--- src/assert_macros.svh ---
// assertion macros shared by the coefficient packer modules
`ifndef ASSERT_MACROS_SVH
`define ASSERT_MACROS_SVH

// property that must hold at every clock edge out of reset
`define CCP_ASSERT_ALWAYS(lbl, clk, rst_n, expr) \
    lbl: assert property (@(posedge clk) disable iff (!rst_n) (expr)) \
        else $error("ccp assertion failed");

// consequent must hold in the cycle after the antecedent
`define CCP_ASSERT_NEXT(lbl, clk, rst_n, ante, cons) \
    lbl: assert property (@(posedge clk) disable iff (!rst_n) (ante) |=> (cons)) \
        else $error("ccp assertion failed");

`endif

--- src/ccp_pkg.sv ---
// package with constants, types and the divide-by-q helper of the coefficient packer
`timescale 1ns / 1ps

package ccp_pkg;

    localparam int POLY_COEFFS = 256;
    localparam int CNT_W       = $clog2(POLY_COEFFS);

    localparam logic [11:0] MODULUS_Q = 12'd3329;
    localparam logic [10:0] HALF_Q    = 11'd1664;
    // ten times q, keeps the shifted coefficient positive
    localparam logic [16:0] Q_OFFSET  = 17'd33290;

    // ceil(2^34 / q), exact for dividends below 2^22
    localparam int          RECIP_SHIFT = 34;
    localparam logic [22:0] RECIP_Q     = 23'd5160670;

    localparam logic [1:0] MODE_D1  = 2'd0;
    localparam logic [1:0] MODE_D4  = 2'd1;
    localparam logic [1:0] MODE_D10 = 2'd2;

    typedef struct packed {
        logic [7:0] data;
        logic       run_last;
        logic       poly_last;
    } ccp_result_t;

    typedef struct packed {
        logic [1:0]  count;
        ccp_result_t first;
        ccp_result_t second;
    } ccp_push_t;

    function automatic logic [10:0] div_q(input logic [21:0] value);
        logic [44:0] prod;
        prod = {23'd0, value} * {22'd0, RECIP_Q};
        return prod[RECIP_SHIFT +: 11];
    endfunction

endpackage

--- src/ccp_out_buf.sv ---
// two-entry result queue between the packing stage and the byte output
`timescale 1ns / 1ps
`include "assert_macros.svh"

module ccp_out_buf (
    input  logic                clk,
    input  logic                rst_n,
    input  ccp_pkg::ccp_push_t  push,
    output logic [1:0]          free,
    output logic                out_valid,
    input  logic                out_ready,
    output ccp_pkg::ccp_result_t head
);
    import ccp_pkg::*;

    logic [1:0]  cnt_reg;
    logic [1:0]  cnt_next;
    ccp_result_t slot0_reg;
    ccp_result_t slot0_next;
    ccp_result_t slot1_reg;
    ccp_result_t slot1_next;
    logic        pop;
    logic [1:0]  cnt_left;
    ccp_result_t base0;

    assign out_valid = (cnt_reg != 2'd0);
    assign head      = slot0_reg;
    assign pop       = out_valid && out_ready;
    assign cnt_left  = cnt_reg - {1'b0, pop};
    assign free      = 2'd2 - cnt_left;
    assign base0     = pop ? slot1_reg : slot0_reg;

    always_comb
    begin
        cnt_next = cnt_left + push.count;
        if (cnt_left == 2'd0)
        begin
            slot0_next = push.first;
            slot1_next = push.second;
        end
        else if (cnt_left == 2'd1)
        begin
            slot0_next = base0;
            slot1_next = push.first;
        end
        else
        begin
            slot0_next = slot0_reg;
            slot1_next = slot1_reg;
        end
    end

    always_ff @(posedge clk or negedge rst_n)
    begin
        if (!rst_n)
        begin
            cnt_reg <= 2'd0;
        end
        else
        begin
            cnt_reg <= cnt_next;
        end
    end

    always_ff @(posedge clk)
    begin
        slot0_reg <= slot0_next;
        slot1_reg <= slot1_next;
    end

    `CCP_ASSERT_ALWAYS(a_cnt_range, clk, rst_n, cnt_reg != 2'd3)
    `CCP_ASSERT_ALWAYS(a_push_fits, clk, rst_n, push.count <= free)

endmodule

--- src/coeff_compress_and_pack_top.sv ---
// coefficient reduce, compress and byte pack pipeline, top level
// path: coeff_reg, then u_reg and quot_reg, then x_reg, then the result queue that offers the bytes
// throughput: one item per cycle, bounded by the one-byte output channel
// (1 byte per 8 coefficients, 1 per 2, or 1.25 bytes per coefficient by mode)
// reset: pipeline and result queue empty, accumulator and count zero, ten-bit mode
`timescale 1ns / 1ps
`include "assert_macros.svh"

module coeff_compress_and_pack_top (
    input  logic        clk,
    input  logic        rst_n,
    input  logic        cfg_we,
    input  logic [1:0]  cfg_wdata,
    input  logic        in_valid,
    output logic        in_ready,
    input  logic [15:0] coefficient,
    output logic        out_valid,
    input  logic        out_ready,
    output logic [7:0]  packed_byte,
    output logic        run_last,
    output logic        poly_last
);
    import ccp_pkg::*;

    logic [1:0]       mode_reg;
    logic             v1_reg;
    logic             v2_reg;
    logic             v3_reg;
    logic [15:0]      coeff_reg;
    logic [16:0]      u_reg;
    logic [4:0]       quot_reg;
    logic [11:0]      x_reg;
    logic [7:0]       acc_reg;
    logic [7:0]       acc_next;
    logic [2:0]       held_reg;
    logic [2:0]       held_next;
    logic [CNT_W-1:0] count_reg;
    logic [CNT_W-1:0] count_next;

    logic             take1;
    logic             take2;
    logic             take3;
    logic             fire3;
    logic [16:0]      u_calc;
    logic [10:0]      quot_u;
    logic [16:0]      qq_prod;
    logic [16:0]      x_calc;
    logic [3:0]       d;
    logic [9:0]       d_mask;
    logic [21:0]      t_val;
    logic [10:0]      quot_t;
    logic [9:0]       comp;
    logic [17:0]      acc_wide;
    logic [4:0]       held_sum;
    logic             final_coeff;
    logic             poly_cleared;
    ccp_push_t        push_req;
    ccp_push_t        push;
    logic [1:0]       free;
    ccp_result_t      head;

    // pipeline advance
    assign fire3    = v3_reg && (push_req.count <= free);
    assign take3    = v2_reg && (!v3_reg || fire3);
    assign take2    = v1_reg && (!v2_reg || take3);
    assign in_ready = !v1_reg || take2;
    assign take1    = in_valid && in_ready;

    // stage 1: quotient of the offset coefficient by q
    assign u_calc = {coeff_reg[15], coeff_reg} + Q_OFFSET;
    assign quot_u = div_q({5'd0, u_calc});

    // stage 2: remainder mod q
    assign qq_prod = {12'd0, quot_reg} * {5'd0, MODULUS_Q};
    assign x_calc  = u_reg - qq_prod;

    // stage 3: compress and pack
    always_comb
    begin
        unique case (mode_reg)
            MODE_D1:
            begin
                d      = 4'd1;
                d_mask = 10'h001;
            end
            MODE_D4:
            begin
                d      = 4'd4;
                d_mask = 10'h00F;
            end
            default:
            begin
                d      = 4'd10;
                d_mask = 10'h3FF;
            end
        endcase
    end

    assign t_val       = ({10'd0, x_reg} << d) + {11'd0, HALF_Q};
    assign quot_t      = div_q(t_val);
    assign comp        = quot_t[9:0] & d_mask;
    assign acc_wide    = {10'd0, acc_reg} | ({8'd0, comp} << held_reg);
    assign held_sum    = {2'd0, held_reg} + {1'b0, d};
    assign final_coeff = (count_reg == CNT_W'(POLY_COEFFS - 1));

    always_comb
    begin
        push_req.second.data      = acc_wide[15:8];
        push_req.second.run_last  = 1'b1;
        push_req.second.poly_last = final_coeff;
        push_req.first.data       = acc_wide[7:0];
        if (held_sum >= 5'd16)
        begin
            push_req.count           = 2'd2;
            push_req.first.run_last  = 1'b0;
            push_req.first.poly_last = 1'b0;
            acc_next                 = {6'd0, acc_wide[17:16]};
        end
        else if (held_sum >= 5'd8)
        begin
            push_req.count           = 2'd1;
            push_req.first.run_last  = 1'b1;
            push_req.first.poly_last = final_coeff;
            acc_next                 = acc_wide[15:8];
        end
        else
        begin
            push_req.count           = 2'd0;
            push_req.first.run_last  = 1'b1;
            push_req.first.poly_last = final_coeff;
            acc_next                 = acc_wide[7:0];
        end
        held_next  = held_sum[2:0];
        count_next = count_reg + CNT_W'(1);
        if (final_coeff)
        begin
            acc_next   = 8'd0;
            held_next  = 3'd0;
            count_next = '0;
        end
    end

    always_comb
    begin
        push       = push_req;
        push.count = fire3 ? push_req.count : 2'd0;
    end

    always_ff @(posedge clk or negedge rst_n)
    begin
        if (!rst_n)
        begin
            mode_reg  <= MODE_D10;
            v1_reg    <= 1'b0;
            v2_reg    <= 1'b0;
            v3_reg    <= 1'b0;
            acc_reg   <= 8'd0;
            held_reg  <= 3'd0;
            count_reg <= '0;
        end
        else
        begin
            if (cfg_we)
            begin
                mode_reg <= cfg_wdata;
            end
            if (take1)
            begin
                v1_reg <= 1'b1;
            end
            else if (take2)
            begin
                v1_reg <= 1'b0;
            end
            if (take2)
            begin
                v2_reg <= 1'b1;
            end
            else if (take3)
            begin
                v2_reg <= 1'b0;
            end
            if (take3)
            begin
                v3_reg <= 1'b1;
            end
            else if (fire3)
            begin
                v3_reg <= 1'b0;
            end
            if (fire3)
            begin
                acc_reg   <= acc_next;
                held_reg  <= held_next;
                count_reg <= count_next;
            end
        end
    end

    always_ff @(posedge clk)
    begin
        if (take1)
        begin
            coeff_reg <= coefficient;
        end
        if (take2)
        begin
            u_reg    <= u_calc;
            quot_reg <= quot_u[4:0];
        end
        if (take3)
        begin
            x_reg <= x_calc[11:0];
        end
    end

    ccp_out_buf u_out_buf (
        .clk       (clk),
        .rst_n     (rst_n),
        .push      (push),
        .free      (free),
        .out_valid (out_valid),
        .out_ready (out_ready),
        .head      (head)
    );

    assign packed_byte = head.data;
    assign run_last    = head.run_last;
    assign poly_last   = head.poly_last;

    assign poly_cleared = (count_reg == '0) && (held_reg == 3'd0) && (acc_reg == 8'd0);

    `CCP_ASSERT_NEXT(a_poly_end_clears, clk, rst_n, fire3 && final_coeff, poly_cleared)
    `CCP_ASSERT_ALWAYS(a_stall_needs_queue, clk, rst_n, !(v3_reg && !fire3) || (free != 2'd2))
    `CCP_ASSERT_ALWAYS(a_remainder_range, clk, rst_n, !v3_reg || (x_reg < MODULUS_Q))

endmodule
--- config.mk ---
export PLATFORM = sky130hd
export DESIGN_NAME = coeff_compress_and_pack_top
export DESIGN_NICKNAME = d
export VERILOG_FILES = /design/src/ccp_pkg.sv /design/src/ccp_out_buf.sv /design/src/coeff_compress_and_pack_top.sv
export VERILOG_INCLUDE_DIRS = /design/src /design/src/src
export SDC_FILE = /design/constraint.sdc
export NUM_CORES = 1
export LEC_CHECK = 0
export BUFFER_PORTS_ARGS = -buffer_cell sky130_fd_sc_hd__clkbuf_2
export CAP_MARGIN = 20
export CORE_MARGIN = 5
export CORE_UTILIZATION = 60
export CTS_CLUSTER_DIAMETER = 50
export CTS_CLUSTER_SIZE = 25
export DETAILED_ROUTE_END_ITERATION = 16
export PLACE_DENSITY = 0.8
export RECOVER_POWER = 25
export SYNTH_ARGS = -nofsm -noshare
export SYNTH_HDL_FRONTEND = slang
export SYNTH_SLANG_ARGS = --single-unit
--- constraint.sdc ---
create_clock -name clk -period 9.45 [get_ports clk]
set_input_delay 0.945 -clock clk [delete_from_list [all_inputs] [get_ports clk]]
set_output_delay 0.945 -clock clk [all_outputs]
set_load 0.03 [all_outputs]
==> results of run 1 <==
synthesized netlist by cell type (15+ instances only):
master and n:
nand4_1 21, nand3_1 32, nor2_1 92, dfrtp_1 25
mux2i_1 15, xor2_1 38, xnor2_1 66, edfxtp_1 64
nand2_1 94, clkbuf_1 22, nor3_1 22, a21oi_1 86
inv_1 583, a21o_1 27, o21ai_0 43, fa_1 374
ha_1 360
cells by family (layout without fill, tap and decap cells):
kind of cell,Yosys count,count (layout),share of synthesized area [%]
buffers and inverters,617,703,10.9
DFF,91,91,12.1
adders and majority gates,734,734,55.8
xor gates and xnor gates,105,105,4.32
AOI/OAI and AO/OA,272,272,8.29
other,1,8,0.0175
and+or+nand+nor,336,336,7.52
muxes,22,22,1.07
stage by stage:
stage | hold WS [ps] | cells
2_1_floorplan | 426 | 2185
3_3_place_gp | 453 | 2711
3_5_place_dp | 460 | 2711
4_1_cts | 474 | 2727
5_1_grt | 481 | 2732
6_report | 472 | 2732
worst paths after layout:
| path | from | to | depth (start not counted) |
|---|---|---|---|
| hold / removal | count_reg[6] | count_reg[6] | 1 |
| setup / recovery | mode_reg[0] | u_out_buf.head[9] | 30 |
| min in group asynchronous | rst_n | acc_reg[5] | 1 |
| setup reg to reg | mode_reg[0] | u_out_buf.head[9] | 30 |
| max in group asynchronous | rst_n | mode_reg[0] | 1 |
| hold reg to reg | count_reg[6] | count_reg[6] | 1 |
critical path: cells and delay by family (launching register included):
kind | cells | cell delay [ps]
adders and majority gates | 8 | 4010
AOI/OAI and AO/OA | 10 | 2480
buffers and inverters | 6 | 680
and+or+nand+nor | 3 | 590
muxes | 2 | 510
DFF | 1 | 500
xor gates and xnor gates | 1 | 180
what timing repair did:
action,CTS,global route
pin swaps,0,3
gates resized for setup,2,32
setup buffers,0,5
setup endpoints to repair,12,23
routing by layer:
metal | wire, um | part of all wire [%]
met2 | 26700 | 49
met3 | 3260 | 6.0
met5 | 0 | 0
met4 | 1820 | 3.3
met1 | 22700 | 42
final cells by class:
class	count	area share, %
clock inverters	7	0.319
multi-input cells	1477	72.6
well taps	461	2.50
repair buffers	101	2.88
clock buffers	9	0.975
inverters	586	9.52
flip-flops and latches	91	11.2
==> impl_results.md, run 1 <==
- Placed wire-length estimate: 48.4 mm
- Slew Viols, Final: 27
- Hold_buf cts: 0
- Ys async rst share: 28.6%
- Seq cells post-synth: between 90 and 100
- M2 GR Usage: between 40% and 50%
- DIE AREA: 39700 um2
- Clock Pin Slew Worst Setup and Hold Paths: about 80 ps
- EDFF count, synth: 64
- Crit path kind: reg -> reg
- Min-Delay Path Class: reg -> reg
- Share of the synthesized area in the top cell type: a little over a third
- Min Clock Period, post-route: 9230 ps
- Met1 global-route usage: 38.6%
- Most common cell after layout, fill and taps aside: inv_1
- Yosys cell types: 82
- Slowest CP cell: fa_1
- Clock buffer depth: 2
- Max cap viols: 1
- CP Launch Type: register
- Register area: 2590 um2
- Met3 usage: between 3 and 4%
- CTS Root Cell: clkbuf_16
- Fmax: between 100 and 150 MHz
- Nets: 3023
- Layout area overhead: 7.57%
- Filler Cell Count: between 2000 and 3000
- Antenna diodes: 0
- Status: complete, but fails checks
- Vias after detailed routing: 15500
- Main synth FF type: edfxtp_1
- Setup Skew: around 16 ps
- Chip Height: 199 um
- Tcrit/Tclk final: 97.6%
- Multi-input logic area: ~17000 um2
- Port Buf Inserts: 34
- DP Worst Slack: -184 ps
- Drt initial violations: roughly 1000
- First-pass GRT wire length: 88.4 mm
- GRT Total Usage: 28.7%
- H-tree depth: 3
- Initial Utilization: approximately three fifths
- Area after DPL: 22600 um2
- Setup repair after global routing missed its margin: true
- Critical Path Most Common Cell: fa_1
- Die W: approximately 200 um
- GR peak layer: met2
- Core area: 35500 um2
- Sequential share of the synthesized area: roughly 12%
- Fin. Hold Viols: 0
- Synth warn: 0
- Setup-failing EPs final: 0
- Max reg flops: 16
- Routability congestion estimate: 0.981
- DRT Wirelength: between 50 and 60 mm
- Cell taking the most area after synthesis: fa_1
- Crit path arrival time: 9290 ps
- CTS tree: done
- Setup TNS: 0 ps
- Post-route design area: 23100 um2
- WP data required: 9510 ps
- WL/cell: 19.9 um
- Netlist Area Pre-Place: 21500 um2
- Largest net degree at the start of global routing: 27
- Highest-count cells in the layout ignoring fill and taps: inv_1 (583), fa_1 (374), ha_1 (360), nand2_1 (94), nor2_1 (89)
- Cts bufs inserted: 9
- Skew-Pair Late Insertion Delay: 360 ps
- Layout cells sized above 1: 7.75%
- Finished Core Util: 65.1%
- Final ANT Viol Nets: 0
- Critical path fanouts, max: 9
- Rel. slew slack: -6.84%
- Initial antenna violation count: 0
- Initial DRT Pass Iterations: 5
- Overflow after GRT: 0
- IO Count: 35
- Setup ws final: 223 ps
- Vias in the first global route: 17000
- Measured slew at the worst slew-check pin: 1600 ps
- Failing checks: max-capacitance violations, max-slew violations
- Reg2reg setup slack: ~220 ps
- Synth Instances: between 2000 and 2500
- Mean Syn Cell Area: roughly 9.9 um2
- CP Capture Type: register
- Row cnt: 69
- Synth top area cells: fa_1 (35%), ha_1 (21%), inv_1 (10%)
- CP max stage delay: 600 ps
- DRC viols: 0
- Clk sinks: 91
- Vias per cell: 5.67
Power of run 1 is left out: the tool's default activity adds up to more than one toggle a clock period on the data nets, which glitch-free logic cannot reach.
==> run 2: changes to the inputs <==
- PLACE_DENSITY: 0.8 -> 0.77
==> run 2 against run 1 <==
  * The flow still finishes with violations (max-capacitance violations, max-slew violations)
  * Sequential share of layout area is 0.091 points higher
  * Wire length is 2.7% lower
  * Global-route usage is 0.69 points lower
  * Clock-buffer cell count stayed put
  * Final area is 0.86% lower
  * Non-clock buffer count is 23 lower
  * Worst hold slack hardly changed
  * Register-to-register slack better by 160 ps
  * First-iteration DRC count is 4.4% lower
  * Setup slack better by 160 ps
  * Critical endpoint is now u_out_buf.slot1_reg[9]
  * Highest routed layer unchanged
  * Via count is 0.68% lower
  * Final cell count is 0.84% lower
==> impl_results.md, run 2 (synthesis gave the netlist of run 1 again) <==
- Hold_buf cts: 0
- Antenna diodes: 0
- Reg2reg setup slack: 380 ps
- Die W: 199 um
- Crit path arrival time: 9180 ps
- Core area: 35500 um2
- Measured slew at the worst slew-check pin: 1590 ps
- Final ANT Viol Nets: 0
- Setup TNS: 0 ps
- Max reg flops: 16
- Skew-Pair Late Insertion Delay: between 300 and 400 ps
- Highest-count cells in the layout ignoring fill and taps: inv_1 (582), fa_1 (374), ha_1 (360), nand2_1 (94), nor2_1 (89)
- Failing checks: max-capacitance violations, max-slew violations
- Slowest CP cell: fa_1
- Critical Path Most Common Cell: fa_1
- Post-route design area: between 20000 and 25000 um2
- Drt initial violations: 978
- GRT Total Usage: between 20% and 30%
- Multi-input logic area: 16700 um2
- RR Startpoint: x_reg[6]
- Most common cell after layout, fill and taps aside: inv_1
- Overflow after GRT: 0
- Start point of the critical path: x_reg[6]
- WL/cell: 19.6 um
- Non-filler cells, final: 2709
- Fmax: ~110 MHz
- Min-Delay Path Class: reg -> reg
- CP max stage delay: roughly 550 ps
- Layout cells sized above 1: roughly 6.5%
- DRC viols: 0
- Critical path fanouts, max: 6
- DIE AREA: just under 40000 um2
- CTS tree: done
- Initial antenna violation count: 0
- Fin. Hold Viols: 0
- Layout area overhead: 6.65%
- Largest net degree at the start of global routing: 30
- Nets: 3000
- Setup Skew: 13.8 ps
- Status: complete, but fails checks
- Vias in the first global route: 16900
- H-tree depth: 3
- Rel. slew slack: -6.20%
- WP data required: about 9600 ps
- Filler Cell Count: roughly 2900
- FF-to-FF path depth: 30
- Min Clock Period, post-route: 9070 ps
- Hold slack: between 400 and 500 ps
- Clock Pin Slew Worst Setup and Hold Paths: 80 ps
- Vias per cell: approximately 5.7
- DRT Wirelength: 53.0 mm
- CP endpoint: u_out_buf.slot1_reg[9]
- Placed Cells: ~2700
- Worst Hold Launch: v1_reg
- Cts bufs inserted: 9
- Initial Utilization: 60.5%
- Max cap viols: 1
- Placed wire-length estimate: 47.1 mm
- Initial DRT Pass Iterations: 6
- RR Endpoint: u_out_buf.slot1_reg[9]
- Clock buffer depth: 2
- Vias after detailed routing: 15400
- First-pass GRT wire length: 86.3 mm
- Crit path kind: reg -> reg
- CTS Root Cell: clkbuf_16
- Chip Height: between 150 and 200 um
- Slew Viols, Final: 27
- IO Count: 35
- Routability congestion estimate: just over 1
- Clk sinks: a little over 90
- Register area: 2590 um2
- CP Launch Type: register
- Port Buf Inserts: 34
- Setup-failing EPs final: 0
- Tcrit/Tclk final: 96.0%
- Area after DPL: approximately 22000 um2
- CP Capture Type: register
- Row cnt: 69
run 2: changes by cell type in the layout (fill, tap and decap cells not counted), sizes merged:
cell,change
buf,-22
clkinv,+3
inv,-3
clkbuf,-1
run 2: worst max-delay path, delay by kind of cell, from the launching register on:
kind                       cells  cell delay (ps)
muxes                          2              640
buffers and inverters          5              480
DFF                            1              480
xor gates and xnor gates       1              260
AOI/OAI and AO/OA              9             2230
adders and majority gates      9             4180
and+or+nand+nor                4              540
run 2: metal layers:
| metal | GRT usage [%] | vias up | part of all wire (%) | wire [um] |
|---|---|---|---|---|
| met4 | 12.1 | 0 | 5.7 | 3020 |
| met1 | 35.3 | 7601 | 40 | 21400 |
| li1 | - | 7068 | - | - |
| met2 | 47.6 | 555 | 48 | 25500 |
| met3 | 4.77 | 169 | 5.7 | 3010 |
| met5 | 0 | - | 0 | 0 |
run 2: layout make-up:
type	count	area share, %
Clock buffer	9	0.983
Clock inverter	7	0.355
Inverter	586	9.60
Multi-Input combinational cell	1477	73.1
Sequential cell	91	11.3
Tap cell	461	2.52
Timing Repair Buffer	78	2.17
run 2: through the flow:
stage	setup WS (ps)	util, %
4_1_cts	82.6	64.1
5_1_grt	-29.8	64.6
6_report	382	64.6
3_3_place_gp	213	63.2
2_1_floorplan	76.0	-
3_5_place_dp	62.0	63.2
run 2: worst min-delay path by stage:
stage                         to  slack [ps]  depth (start not counted)
finish                    v2_reg         470                          2
global route        count_reg[4]         500                          1
CTS                 count_reg[6]         480                          1
detailed placement        v2_reg         460                          2
global placement          v2_reg         450                          2
floorplan                 v2_reg         430                          2
run 2: what timing repair did:
action,in CTS,in global routing
endpoints found under the setup margin,0,23
buffers inserted,0,2
gates resized for setup,0,30
Power of run 2 is left out for the same reason.
==> run 3: changes to the inputs <==
==> constraint.sdc (replaced) <==
create_clock -name clk -period 9.45 [get_ports clk]
set_input_delay 1.89 -clock clk [delete_from_list [all_inputs] [get_ports clk]]
set_output_delay 1.89 -clock clk [all_outputs]
set_load 0.03 [all_outputs]
==> run 3 against run 2 <==
  * The flow still finishes with violations (max-capacitance violations, max-slew violations)
  * Final area hardly changed
  * Critical path depth shrank 1
  * Clock skew rose by 0.54 ps
  * Clock-buffer cell count is the same
  * First-iteration DRC count shrank 1.1%
  * Final cell count did not move
  * Setup slack lost 2.6 ps
  * Critical path type unchanged
  * Global-route usage is the same
  * Sequential share of layout area barely moved
  * Via count up 0.19%
==> impl_results.md, run 3 (synthesis gave the netlist of run 1 again) <==
- Core area: between 30000 and 40000 um2
- Placed wire-length estimate: 47.1 mm
- First-pass GRT wire length: 86.3 mm
- WP data required: approximately 9600 ps
- Initial antenna violation count: 0
- Vias per cell: 5.69
- Min Clock Period, post-route: 9070 ps
- Port Buf Inserts: 34
- Cts bufs inserted: 9
- Layout cells sized above 1: 6.32%
- Max cap viols: 1
- Drt initial violations: 967
- Initial Utilization: 60.5%
- Layout area overhead: 6.56%
- Min-Delay Path Class: reg -> reg
- DP Worst Slack: 62.0 ps
- Row cnt: 69
- WL/cell: 19.6 um
- Critical Path Most Common Cell: fa_1
- Setup-failing EPs final: 0
- GRT Total Usage: 28.0%
- Crit path kind: reg -> reg
- Hold_buf cts: 0
- Setup ws final: 379 ps
- Max reg flops: 16
- Die W: 199 um
- Rel. slew slack: -5.47%
- Clock Pin Slew Worst Setup and Hold Paths: 80 ps
- Critical path fanouts, max: 15
- Vias after detailed routing: ~15000
- Fmax: 110 MHz
- Tcrit/Tclk final: roughly 96%
- Failing checks: max-capacitance violations, max-slew violations
- CTS Root Cell: clkbuf_16
- Routability congestion estimate: 1.03
- Slew Viols, Final: 27
- Clk sinks: 91
- Chip Height: ~200 um
- Clock buffer depth: 2
- Most common cell after layout, fill and taps aside: inv_1
- Status: complete, but fails checks
- CTS tree: done
- Highest-count cells in the layout ignoring fill and taps: inv_1 (582), fa_1 (374), ha_1 (360), nand2_1 (94), nor2_1 (89)
- Nets: 3000
- Largest net degree at the start of global routing: 30
- Measured slew at the worst slew-check pin: 1580 ps
- IO Count: 35
- CP Capture Type: register
- Fin. Hold Viols: 0
- Final ANT Viol Nets: 0
- Overflow after GRT: 0
- Initial DRT Pass Iterations: 7
- Reg2reg setup slack: 380 ps
- Slowest CP cell: dfstp_2
- Crit path arrival time: 9180 ps
- Skew-Pair Late Insertion Delay: 370 ps
- CP max stage delay: 700 ps
- DRC viols: 0
- Antenna diodes: 0
- DIE AREA: about 40000 um2
- H-tree depth: 3
- DRT Wirelength: 53.0 mm
- Setup Skew: 14.4 ps
- Vias in the first global route: ~17000
- CP Launch Type: register
[run 3: cell types whose count changed in the layout (fill, tap and decap cells not counted)]
cell	change
buf_4	-5
clkbuf_1	+5
[run 3: stage by stage]
step                util, %  hold slack [ps]  area (um2)  setup TNS [ps]  instances
floorplan                 -              426       21500               0       2185
finish                 64.5              472       22900               0       2709
global route           64.5              495       22900           -64.5       2709
CTS                    64.1              477       22700               0       2707
global placement       63.2              450       22400               0       2691
detailed placement     63.2              458       22400               0       2691
[run 3: repair_timing]
item,in CTS,in global routing
endpoints found under the setup margin,0,23
resized for setup,0,30
buffers inserted,0,2
[run 3: worst max-delay path: cells and delay by family, from the launching register on]
kind | cells | cell delay (ps)
and+or+nand+nor | 4 | 570
AOI/OAI and AO/OA | 9 | 2240
DFF | 1 | 700
buffers and inverters | 5 | 470
xor gates and xnor gates | 1 | 260
adders and majority gates | 9 | 4200
muxes | 1 | 380
[run 3: worst paths after layout]
check	start	to	depth (start not counted)
worst max-delay path	mode_reg[1]	u_out_buf.slot1_reg[9]	29
worst min register to register	v1_reg	v2_reg	2
max in group asynchronous	rst_n	mode_reg[0]	1
min in group asynchronous	rst_n	acc_reg[7]	1
worst min-delay path	v1_reg	v2_reg	2
worst max register to register	mode_reg[1]	u_out_buf.slot1_reg[9]	29
[run 3: area by class of cell]
cell class,count,area (um2)
clock buffers,9,225
repair buffers,78,478
fillers,2880,12600
flip-flops and latches,91,2590
inverters,586,2200
clock inverters,7,81.3
multi-input cells,1477,16700
well taps,461,577
[run 3: metal layers]
layer / vias up / track usage (%) / share of wire (%)
met5: - / 0 / 0
met4: 0 / 12.1 / 5.8
met3: 178 / 4.77 / 5.9
met2: 595 / 47.6 / 48
met1: 7576 / 35.3 / 40
li1: 7074 / - / -
Power of run 3 is left out for the same reason.
